--- config.mk ---
export PLATFORM = sky130hd
export DESIGN_NAME = ahu_front
export DESIGN_NICKNAME = d
export VERILOG_FILES = /design/src/design/ahu_pkg.sv /design/src/design/ahu_front.sv
export SDC_FILE = /design/constraint.sdc
export NUM_CORES = 1
export LEC_CHECK = 0
export ABC_CLOCK_PERIOD_IN_PS = 3200
export BUFFER_PORTS_ARGS = -buffer_cell sky130_fd_sc_hd__buf_4
export CORE_UTILIZATION = 52
export CTS_CLUSTER_SIZE = 14
export DETAILED_ROUTE_END_ITERATION = 8
export HOLD_SLACK_MARGIN = 0.15
export PLACE_DENSITY = 0.78
export SYNTH_ARGS = -nofsm -noshare
export SYNTH_HDL_FRONTEND = slang
export SYNTH_SLANG_ARGS = --single-unit
--- constraint.sdc ---
create_clock -name clk_i -period 3.2 [get_ports clk_i]
set_clock_uncertainty 0.15 [all_clocks]
set_input_delay 0.16 -clock clk_i [delete_from_list [all_inputs] [get_ports clk_i]]
set_output_delay 0.16 -clock clk_i [all_outputs]
set_load 0.01 [all_outputs]
--- src/design/ahu_pkg.sv ---
// ----------------------------------------------------------------------------
// ahu_pkg
// Shared types and constants of the activation histogram unit.
// ----------------------------------------------------------------------------
`default_nettype none

package ahu_pkg;

  localparam int KindW   = 2;
  localparam int SelW    = 11;
  localparam int MaxAbsW = 15;
  localparam int CountW  = 32;

  typedef enum logic [KindW-1:0] {
    KIND_MAX   = 2'd0,
    KIND_HIST  = 2'd1,
    KIND_READ  = 2'd2,
    KIND_CLEAR = 2'd3
  } kind_e;

  typedef struct packed {
    kind_e               kind;
    logic [SelW-1:0]     sel;
  } cmd_t;

endpackage

`default_nettype wire

--- src/design/ahu_front.sv ---
// ----------------------------------------------------------------------------
// ahu_front
// Accepts requests, folds samples to saturated magnitudes and queues them.
// ----------------------------------------------------------------------------
`default_nettype none

module ahu_front import ahu_pkg::*; #(
  parameter int SAMPLE_BITS = 16
) (
  input  logic                   clk_i,
  input  logic                   rst_ni,
  input  logic                   hold_i,
  input  logic                   in_valid_i,
  output logic                   in_ready_o,
  input  logic [KindW-1:0]       kind_i,
  input  logic [SAMPLE_BITS-1:0] sample_i,
  input  logic [SelW-1:0]        bin_select_i,
  output logic                   ent_valid_o,
  input  logic                   ent_pop_i,
  output cmd_t                   ent_cmd_o,
  output logic [SAMPLE_BITS-2:0] ent_mag_o
);

  localparam int MagW = SAMPLE_BITS - 1;

  logic [MagW-1:0]        mag_q [2];
  cmd_t                   cmd_q [2];
  logic                   wr_ptr_q, rd_ptr_q;
  logic [1:0]             cnt_q;
  logic [SAMPLE_BITS-1:0] neg;
  logic [MagW-1:0]        mag;
  logic                   push;

  always_comb begin
    neg = (~sample_i) + SAMPLE_BITS'(1);
    if (sample_i == {1'b1, {MagW{1'b0}}}) begin
      mag = {MagW{1'b1}};
    end else if (sample_i[SAMPLE_BITS-1]) begin
      mag = neg[MagW-1:0];
    end else begin
      mag = sample_i[MagW-1:0];
    end
  end

  assign in_ready_o  = (cnt_q != 2'd2) && !hold_i;
  assign push        = in_valid_i && in_ready_o;
  assign ent_valid_o = (cnt_q != 2'd0);
  assign ent_cmd_o   = cmd_q[rd_ptr_q];
  assign ent_mag_o   = mag_q[rd_ptr_q];

  always_ff @(posedge clk_i) begin
    if (push) begin
      mag_q[wr_ptr_q] <= mag;
      cmd_q[wr_ptr_q] <= '{kind: kind_e'(kind_i), sel: bin_select_i};
    end
  end

  always_ff @(posedge clk_i or negedge rst_ni) begin
    if (!rst_ni) begin
      wr_ptr_q <= 1'b0;
      rd_ptr_q <= 1'b0;
      cnt_q    <= 2'd0;
    end else begin
      if (push) wr_ptr_q <= ~wr_ptr_q;
      if (ent_pop_i) rd_ptr_q <= ~rd_ptr_q;
      cnt_q <= cnt_q + {1'b0, push} - {1'b0, ent_pop_i};
    end
  end

endmodule

`default_nettype wire

==> results.toml, run 1 <==
[finish]
syn_to_final_growth_pct = 40.2
antenna_cells = 0
drive_gt1_frac = 0.402
fin_nets = 304
final_core_util = 0.764

[synth]
ys_types = 28
synthCells = 163
async_flop_share = 0.0667
synth-main-ff-cell = "edfxtp_1"
yosysTopAreaCellShare = 0.649
yosysSeqAreaShare = 0.687
synth_area_leaders = "edfxtp_1 (65%), mux2_2 (12%), dfrtp_1 (3.9%)"
synth_largest_area_cell = "edfxtp_1"
yosys_warnings = 0
synth-edff-count = 56
syn_avg_cell_area_um2 = 15.9
synth_commonest_cells = "edfxtp_1 (56), mux2_2 (28), nand2_1 (13)"
synth_area_um2 = 2590
synth_nets = 200
synth-seq-cells = 60
synth.most_common_cell = "edfxtp_1"

[floorplan]
core_um2 = 4750
io_pins = 64
start_util = 0.545
rows = 25
die_area_um2 = 5270
die_w_um = 72.6
die_y_um = 72.6

[placement]
gp_congestion = 0.818
hpwlAfterDp_um = 3410
portBuffers = 63

[routing]
antenna_left = 0
drt_iter0_drc = 88
vias_per_cell = 5.17
drc = 0
met2_length_um = 3020
top_layer_used = "met4"
met3WireLength_um = 235
wl_um = 5380
route.detailed.wl_per_inst_um = 15.9
met1_length_um = 2020
drtPass1Iterations = 5
route.vias.total = 1747

[clocking]
numCtsBuffers = 9
path_clk_slew_ps = 60
htreeDepth = 3
cts_buffer_depth = 2
cts_tree = "yes"
insertion_delay_ps = 320
cts.repair.resized = 0
clk_root_buffer_cell = "clkbuf_8"
clock-sinks = 60

[pwr]
pwr_density_cell_nw_per_um2 = 647
p_leak_nw = 1.41
peakVddDrop_mv = 0.395

[global_route]
grt_pass1_vias = 1905
grt_overflow_total = 0
antenna_found_initial = 0
grt.total_usage = 0.223
grt_first_pass_wirelength_um = 8460
grt_max_degree = 30

[sta]
fin_setup_tns_ps = 0
rsz0062_at_grt = "false"
tightest_slew_ps = 434
slew_headroom = 0.707
hold_viol = 0
period_needed_ps = 2730
whs_ps = 396
slew_violations = 0
setup_violations = 0
max_freq_ghz = 0.366
finalCritPeriodShare = 0.855

[setup_path]
path_class = "primary input to flop"
path_cells = "dlygate4sd3_1 -> buf_4 -> inv_1 -> ha_1 -> or4b_4 -> or4_1 -> nor2b_1 -> mux2i_1"
cp_slowest_stage_delay_ps = 720
worstPathRequired_ps = 3200
crit_path_top_delay_cell = "or4_1"
crit_path_start_kind = "primary input"
cp.arrival_ps = 2730
critPathMaxFanout = 14
endpoint_kind = "flop"
r2r_setup_slack_ps = 1270

[min_path]
hp-class = "primary input to flop"

[run]
maxCapViolCount = 0

[status]
status = "finished, final reports clean"
## cells by family (layout without fill, tap and decap cells)
family | Yosys count | in the layout | share of synthesized area
xor gates and xnor gates | 14 | 14 | 0.0473
adders and majority gates | 3 | 3 | 0.0145
muxes | 29 | 29 | 0.125
AOI/OAI and AO/OA | 16 | 16 | 0.0444
buffers and inverters | 12 | 120 | 0.0183
DFF | 60 | 60 | 0.687
and+or+nand+nor | 29 | 29 | 0.0627
## critical path: cells and delay by family
kind                     cells  cell delay [ps]
multiplexers                 1              180
adder cells (fa/ha/maj)      1              190
AND/OR/NAND/NOR              3             1470
buffers and inverters        3              750
## power by group
| part | internal, mW | total (mW) | switching (mW) |
|---|---|---|---|
| clock network | 0.264 | 0.519 | 0.255 |
| logic | 0.426 | 0.797 | 0.372 |
| registers | 0.994 | 1.03 | 0.0394 |
## area by class of cell
cell class / instances / area [um^2]
Sequential cell: 60 / 1780
Fill cell: 300 / 1120
Timing Repair Buffer: 100 / 836
Multi-Input combinational cell: 91 / 766
Clock buffer: 10 / 128
Tap cell: 67 / 83.8
Clock inverter: 5 / 20.0
Inverter: 5 / 18.8
## worst paths after layout
path | start | to | cells past startpoint
worst max-delay path | sample_i[1] | mag_q[1][13] | 8
worst min-delay path | hold_i | cnt_q[0] | 6
worst max register to register | cnt_q[0] | cnt_q[1] | 8
worst min register to register | wr_ptr_q | wr_ptr_q | 1
max in group asynchronous | rst_ni | cnt_q[0] | 3
min in group asynchronous | rst_ni | wr_ptr_q | 3
## metrics by stage
step	setup slack (ps)	cell area [um^2]	cells	total power, mW
4_1_cts	488	3630	338	2.37
5_1_grt	337	3630	338	2.46
2_1_floorplan	600	2590	163	1.47
6_report	465	3630	338	2.35
3_5_place_dp	714	3150	289	1.81
3_3_place_gp	832	3150	289	1.77
## repair_timing
| item | 4_1_cts | 5_1_grt |
|---|---|---|
| hold buffers | 34 | 0 |
| endpoints found under the hold margin | 62 | 0 |
| buffers inserted | 0 | 0 |
## registers in the layout, indices dropped and copies added, names as in the netlist
name	count
cmd_q	26
wr_ptr_q	1
mag_q	30
cnt_q	2
rd_ptr_q	1
## placed cells by master, fill, tap and decap left out, types with 4 or more instances in the layout
master / count
xnor2_1: 5
edfxtp_1: 56
xor2_1: 9
clkinv_1: 4
dlygate4sd3_1: 34
inv_1: 5
o41ai_1: 4
clkbuf_8: 9
dfrtp_1: 4
nand2_1: 13
mux2_2: 28
buf_4: 66
## per-layer routing
layer  GRT usage  vias to the layer above
met5           0                        -
met4      0.0980                        0
met3      0.0622                       11
met2       0.432                       69
met1       0.219                      841
li1            -                      826
No activity file was read; power rests on OpenSTA's default activity.
==> run 2: changes to the inputs <==
--- a/config.mk
+++ b/config.mk
@@ -10,8 +10,8 @@
 export CORE_UTILIZATION = 52
 export CTS_CLUSTER_SIZE = 14
 export DETAILED_ROUTE_END_ITERATION = 8
-export HOLD_SLACK_MARGIN = 0.15
-export PLACE_DENSITY = 0.78
+export HOLD_SLACK_MARGIN = 0.08
+export PLACE_DENSITY = 0.8
 export SYNTH_ARGS = -nofsm -noshare
 export SYNTH_HDL_FRONTEND = slang
 export SYNTH_SLANG_ARGS = --single-unit
==> run 2 against run 1 <==
Total power grew 3.6%. Sequential power barely moved. Die area did not move. Worst setup slack improved by 30 ps. Hold slack worse by 270 ps. First-iteration DRC count is 26% lower. Wire length fell by 5.5%. Via count fell by 1.3%. Design area rose by 0.48%.
==> results.toml, run 2 (synthesized netlist as in run 1, its figures left out) <==
[finish]
final_core_util = 0.768
largest_reg_flops = 30
multi_input_area_um2 = 766
top_regs = "mag_q: 30 flops, cmd_q: 26 flops, cnt_q: 2 flops"
syn_to_final_growth_pct = 40.8
final_cell_mix = "buf_4 (65), edfxtp_1 (56), dlygate4sd3_1 (31), mux2_2 (28), nand2_1 (13)"
drive_gt1_frac = 0.420
fin_nets = 301
nFillCells = 322
top_register = "mag_q"
antenna_cells = 0
fin_cells = 336
fin_area_um2 = 3650
final_common_cell = "buf_4"
ff_latch_area_um2 = 1780

[floorplan]
die_w_um = 72.6
die_y_um = 72.6
rows = 25
die_area_um2 = 5270
io_pins = 64
start_util = 0.545
core_um2 = 4750

[global_route]
grt_max_degree = 30
grt_overflow_total = 0
grt_pass1_vias = 1705
grt_first_pass_wirelength_um = 7960
grt.total_usage = 0.212
antenna_found_initial = 0

[routing]
wl_um = 5090
vias_per_cell = 5.13
antenna_left = 0
route.vias.total = 1725
drc = 0
route.detailed.wl_per_inst_um = 15.1
drtPass1Iterations = 4
drt_iter0_drc = 65

[placement]
post-place-ws_ps = 750
placed_area_um2 = 3160
hpwlAfterDp_um = 2980
portBuffers = 63
place_inst = 289
gp_congestion = 0.825

[clocking]
clk_root_buffer_cell = "clkbuf_8"
numCtsBuffers = 9
cts_buffer_depth = 2
clock-sinks = 60
path_clk_slew_ps = 60
htreeDepth = 3
insertion_delay_ps = 330
postCtsSetupRepairBufs = 0
cts_tree = "yes"

[setup_path]
path_class = "primary input to flop"
worstPathRequired_ps = 3210
endpoint_kind = "flop"
critPathMaxFanout = 14
cp.arrival_ps = 2710
crit_path_start_kind = "primary input"

[sta]
slew_violations = 0
slew_headroom = 0.637
tightest_slew_ps = 544
finalCritPeriodShare = 0.845
rsz0062_at_grt = "false"
finalWorstSetupSlack_ps = 495
fin_setup_tns_ps = 0
setup_violations = 0
period_needed_ps = 2700
hold_viol = 0
whs_ps = 122
max_freq_ghz = 0.370

[pwr]
p_int_mw = 1.76
swShare = 0.275
p_sw_mw = 0.670
pwr_density_cell_nw_per_um2 = 667
clkPwrFrac = 0.251
pwr-share-comb = 0.326
p_leak_nw = 1.42
peakVddDrop_mv = 0.394
p_total_mw = 2.43
pwr-share-seq = 0.423

[min_path]
hp-class = "primary input to flop"

[run]
maxCapViolCount = 0

[status]
status = "finished, final reports clean"
==> run 2: changes by cell type in the layout (fill, tap and decap cells not counted), sizes merged <==
cell | previous run | this run
dlygate4sd3 | 34 | 31
clkbuf | 10 | 14
clkinv | 5 | 2
==> run 2: final timing paths <==
kind	cells past startpoint	slack (ps)	start	end
min in group asynchronous	3	620	rst_ni	rd_ptr_q
worst min-delay path	2	120	sample_i[15]	mag_q[0][14]
worst max-delay path	8	500	sample_i[0]	mag_q[1][13]
max in group asynchronous	3	2090	rst_ni	wr_ptr_q
worst max register to register	5	1170	cnt_q[0]	cmd_q[0][9]
worst min register to register	1	340	cnt_q[1]	cnt_q[1]
==> run 2: power groups by stage <==
stage / Clock (mW) / Combinational, mW / Sequential [mW]
3_5_place_dp: 0 / 0.760 / 1.05
3_3_place_gp: 0 / 0.751 / 1.04
2_1_floorplan: 0 / 0.428 / 1.04
5_1_grt: 0.658 / 0.851 / 1.04
4_1_cts: 0.625 / 0.797 / 1.03
6_report: 0.612 / 0.793 / 1.03
==> run 2: repair_timing <==
| action | CTS | global route |
|---|---|---|
| gates resized for setup | 0 | 0 |
| hold buffers | 31 | 0 |
| endpoints found under the hold margin | 58 | 0 |
==> run 2: layout make-up <==
| cell class | count | area share |
|---|---|---|
| Clock inverter | 2 | 0.00274 |
| Inverter | 5 | 0.00514 |
| Clock buffer | 14 | 0.0473 |
| Tap cell | 67 | 0.0230 |
| Sequential cell | 60 | 0.488 |
| Timing Repair Buffer | 97 | 0.224 |
| Multi-Input combinational cell | 91 | 0.210 |
==> run 2: worst max-delay path, stage by stage <==
cell,delay [ps]
dlygate4sd3_1,540
buf_4,140
inv_1,70
ha_1,180
or4b_4,500
or4_1,720
nor2b_1,230
mux2i_1,170
==> run 2: per-layer routing <==
layer / track usage / wire length [um] / vias up
met3: 0.0732 / 266 / 13
met1: 0.236 / 2130 / 829
li1: - / - / 819
met5: 0 / 0 / -
met4: 0.118 / 146 / 0
met2: 0.356 / 2540 / 64
==> run 3: changes to the inputs <==
--- a/config.mk
+++ b/config.mk
@@ -5,13 +5,13 @@
 export SDC_FILE = /design/constraint.sdc
 export NUM_CORES = 1
 export LEC_CHECK = 0
-export ABC_CLOCK_PERIOD_IN_PS = 3200
+export ABC_CLOCK_PERIOD_IN_PS = 2200
 export BUFFER_PORTS_ARGS = -buffer_cell sky130_fd_sc_hd__buf_4
-export CORE_UTILIZATION = 52
+export CORE_UTILIZATION = 47
 export CTS_CLUSTER_SIZE = 14
 export DETAILED_ROUTE_END_ITERATION = 8
 export HOLD_SLACK_MARGIN = 0.08
-export PLACE_DENSITY = 0.8
+export PLACE_DENSITY = 0.77
 export SYNTH_ARGS = -nofsm -noshare
 export SYNTH_HDL_FRONTEND = slang
 export SYNTH_SLANG_ARGS = --single-unit
==> constraint.sdc (replaced) <==
create_clock -name clk_i -period 2.2 [get_ports clk_i]
set_clock_uncertainty 0.15 [all_clocks]
set_input_delay 0.11 -clock clk_i [delete_from_list [all_inputs] [get_ports clk_i]]
set_output_delay 0.11 -clock clk_i [all_outputs]
set_load 0.01 [all_outputs]
==> run 3 against run 2 <==
Count of clock-buffer cells in the layout shrank 3. Total power grew 46%. Sequential share of layout area shrank 0.77 points. Global-route usage shrank 2.6 points. Via count shrank 0.64%. Non-clock buffer count grew 5. Design area grew 1.6%. Register-to-register slack lost 780 ps. Flip-flop and latch count is the same. Combinational power grew 46%. Clock power grew 48%. Largest cell class unchanged.
==> results.toml, run 3 (synthesized netlist as in run 1, its figures left out) <==
[pwr]
pwr_density_cell_nw_per_um2 = 961
peakVddDrop_mv = 0.481
p_leak_nw = 1.45

[clocking]
cts_buffer_depth = 2
clk_root_buffer_cell = "clkbuf_8"
htreeDepth = 3
path_clk_slew_ps = 60
insertion_delay_ps = 320
cts_tree = "yes"
clock-sinks = 60
numCtsBuffers = 9

[floorplan]
core_um2 = 5200
start_util = 0.498
rows = 26
die_area_um2 = 5820
die_y_um = 76.3
die_w_um = 76.3
io_pins = 64

[sta]
setup_violations = 0
max_freq_ghz = 0.467
period_needed_ps = 2140
finalCritPeriodShare = 0.973
hold_viol = 0
slew_violations = 0
slew_headroom = 0.731
fin_setup_tns_ps = 0
tightest_slew_ps = 398
rsz0062_at_grt = "false"

[finish]
drive_gt1_frac = 0.431
top_regs = "mag_q: 30 flops, cmd_q: 26 flops, cnt_q: 2 flops"
final_common_cell = "buf_4"
nFillCells = 364
final_cell_mix = "buf_4 (68), edfxtp_1 (56), dlygate4sd3_1 (32), mux2_2 (28), nand2_1 (13)"
final_core_util = 0.713
fin_nets = 306
antenna_cells = 0
largest_reg_flops = 30
syn_to_final_growth_pct = 43.1
top_register = "mag_q"

[setup_path]
endpoint_kind = "flop"
cp.arrival_ps = 2130
crit_path_start_kind = "primary input"
path_class = "primary input to flop"
critPathMaxFanout = 8
crit_path_top_delay_cell = "or4b_2"
crit_buf_inv = 2
r2r_setup_slack_ps = 390
crit_family = "simple AND/OR/NAND/NOR gates"
worstPathRequired_ps = 2190
path_cells = "dlygate4sd3_1 -> or4b_2 -> or4_4 -> buf_4 -> o211ai_1"
cp_slowest_stage_delay_ps = 620

[status]
status = "finished, final reports clean"

[global_route]
grt_pass1_vias = 1761
grt_max_degree = 29
grt.total_usage = 0.186
grt_first_pass_wirelength_um = 8280
antenna_found_initial = 0
grt_overflow_total = 0

[min_path]
hp-class = "primary input to flop"

[routing]
drt_iter0_drc = 101
wl_um = 4970
vias_per_cell = 4.98
drtPass1Iterations = 4
route.vias.total = 1714
drc = 0
antenna_left = 0
route.detailed.wl_per_inst_um = 14.5

[placement]
hpwlAfterDp_um = 3200
gp_congestion = 0.841
portBuffers = 63

[run]
maxCapViolCount = 0
## run 3: worst paths after layout
check / start / end / cells after the start
setup / recovery: sample_i[14] / mag_q[0][1] / 5
setup reg to reg: cnt_q[0] / cnt_q[1] / 8
min in group asynchronous: rst_ni / cnt_q[1] / 3
hold / removal: sample_i[1] / mag_q[1][1] / 3
hold reg to reg: cnt_q[1] / cnt_q[1] / 1
max in group asynchronous: rst_ni / wr_ptr_q / 3
## run 3: power by group
part	leakage [nW]	switching (mW)	internal (mW)
combinational	0.798	0.520	0.639
sequential	0.558	0.0550	1.44
clock	0.0931	0.389	0.517
## run 3: area by class of cell
class                      instances  area [um^2]  share of cell area
clock buffer                      11          131              0.0354
clock inverter                     5         52.6              0.0142
inverter                           5         18.8             0.00506
multi-input combinational         91          774               0.209
sequential                        60         1780               0.480
tap                               70         87.6              0.0236
timing repair buffer             102          863               0.233
## run 3: timing repair
item | CTS | global route
setup buffers | 0 | 0
resized for setup | 0 | 3
setup endpoints to repair | 0 | 6
hold buffers | 33 | 0
hold endpoints to repair | 59 | 0
## run 3: worst min-delay path: cells and delay by family
| kind | cells | cell delay (ps) |
|---|---|---|
| AOI/OAI and AO/OA | 1 | 210 |
| buffers and inverters | 2 | 140 |
## run 3: per-stage QoR
stage	hold slack, ps	cells	cell area (um^2)	total power [mW]	worst slack, ps
after detailed placement	-237	297	3200	2.64	54.3
final	109	344	3710	3.57	58.5
after global routing	111	344	3710	3.75	40.4
after floorplan	-336	163	2590	2.13	55.3
after CTS	98.1	346	3710	3.61	13.0
after global placement	-240	297	3200	2.62	118
## run 3: layer usage
layer  vias up  track usage  wire (um)  part of all wire
met5         -            0          0                 0
met3         4       0.0503        247             0.050
li1        832            -          -                 -
met2        68        0.305       2480              0.50
met4         0       0.0808         43            0.0087
met1       810        0.232       2200              0.44
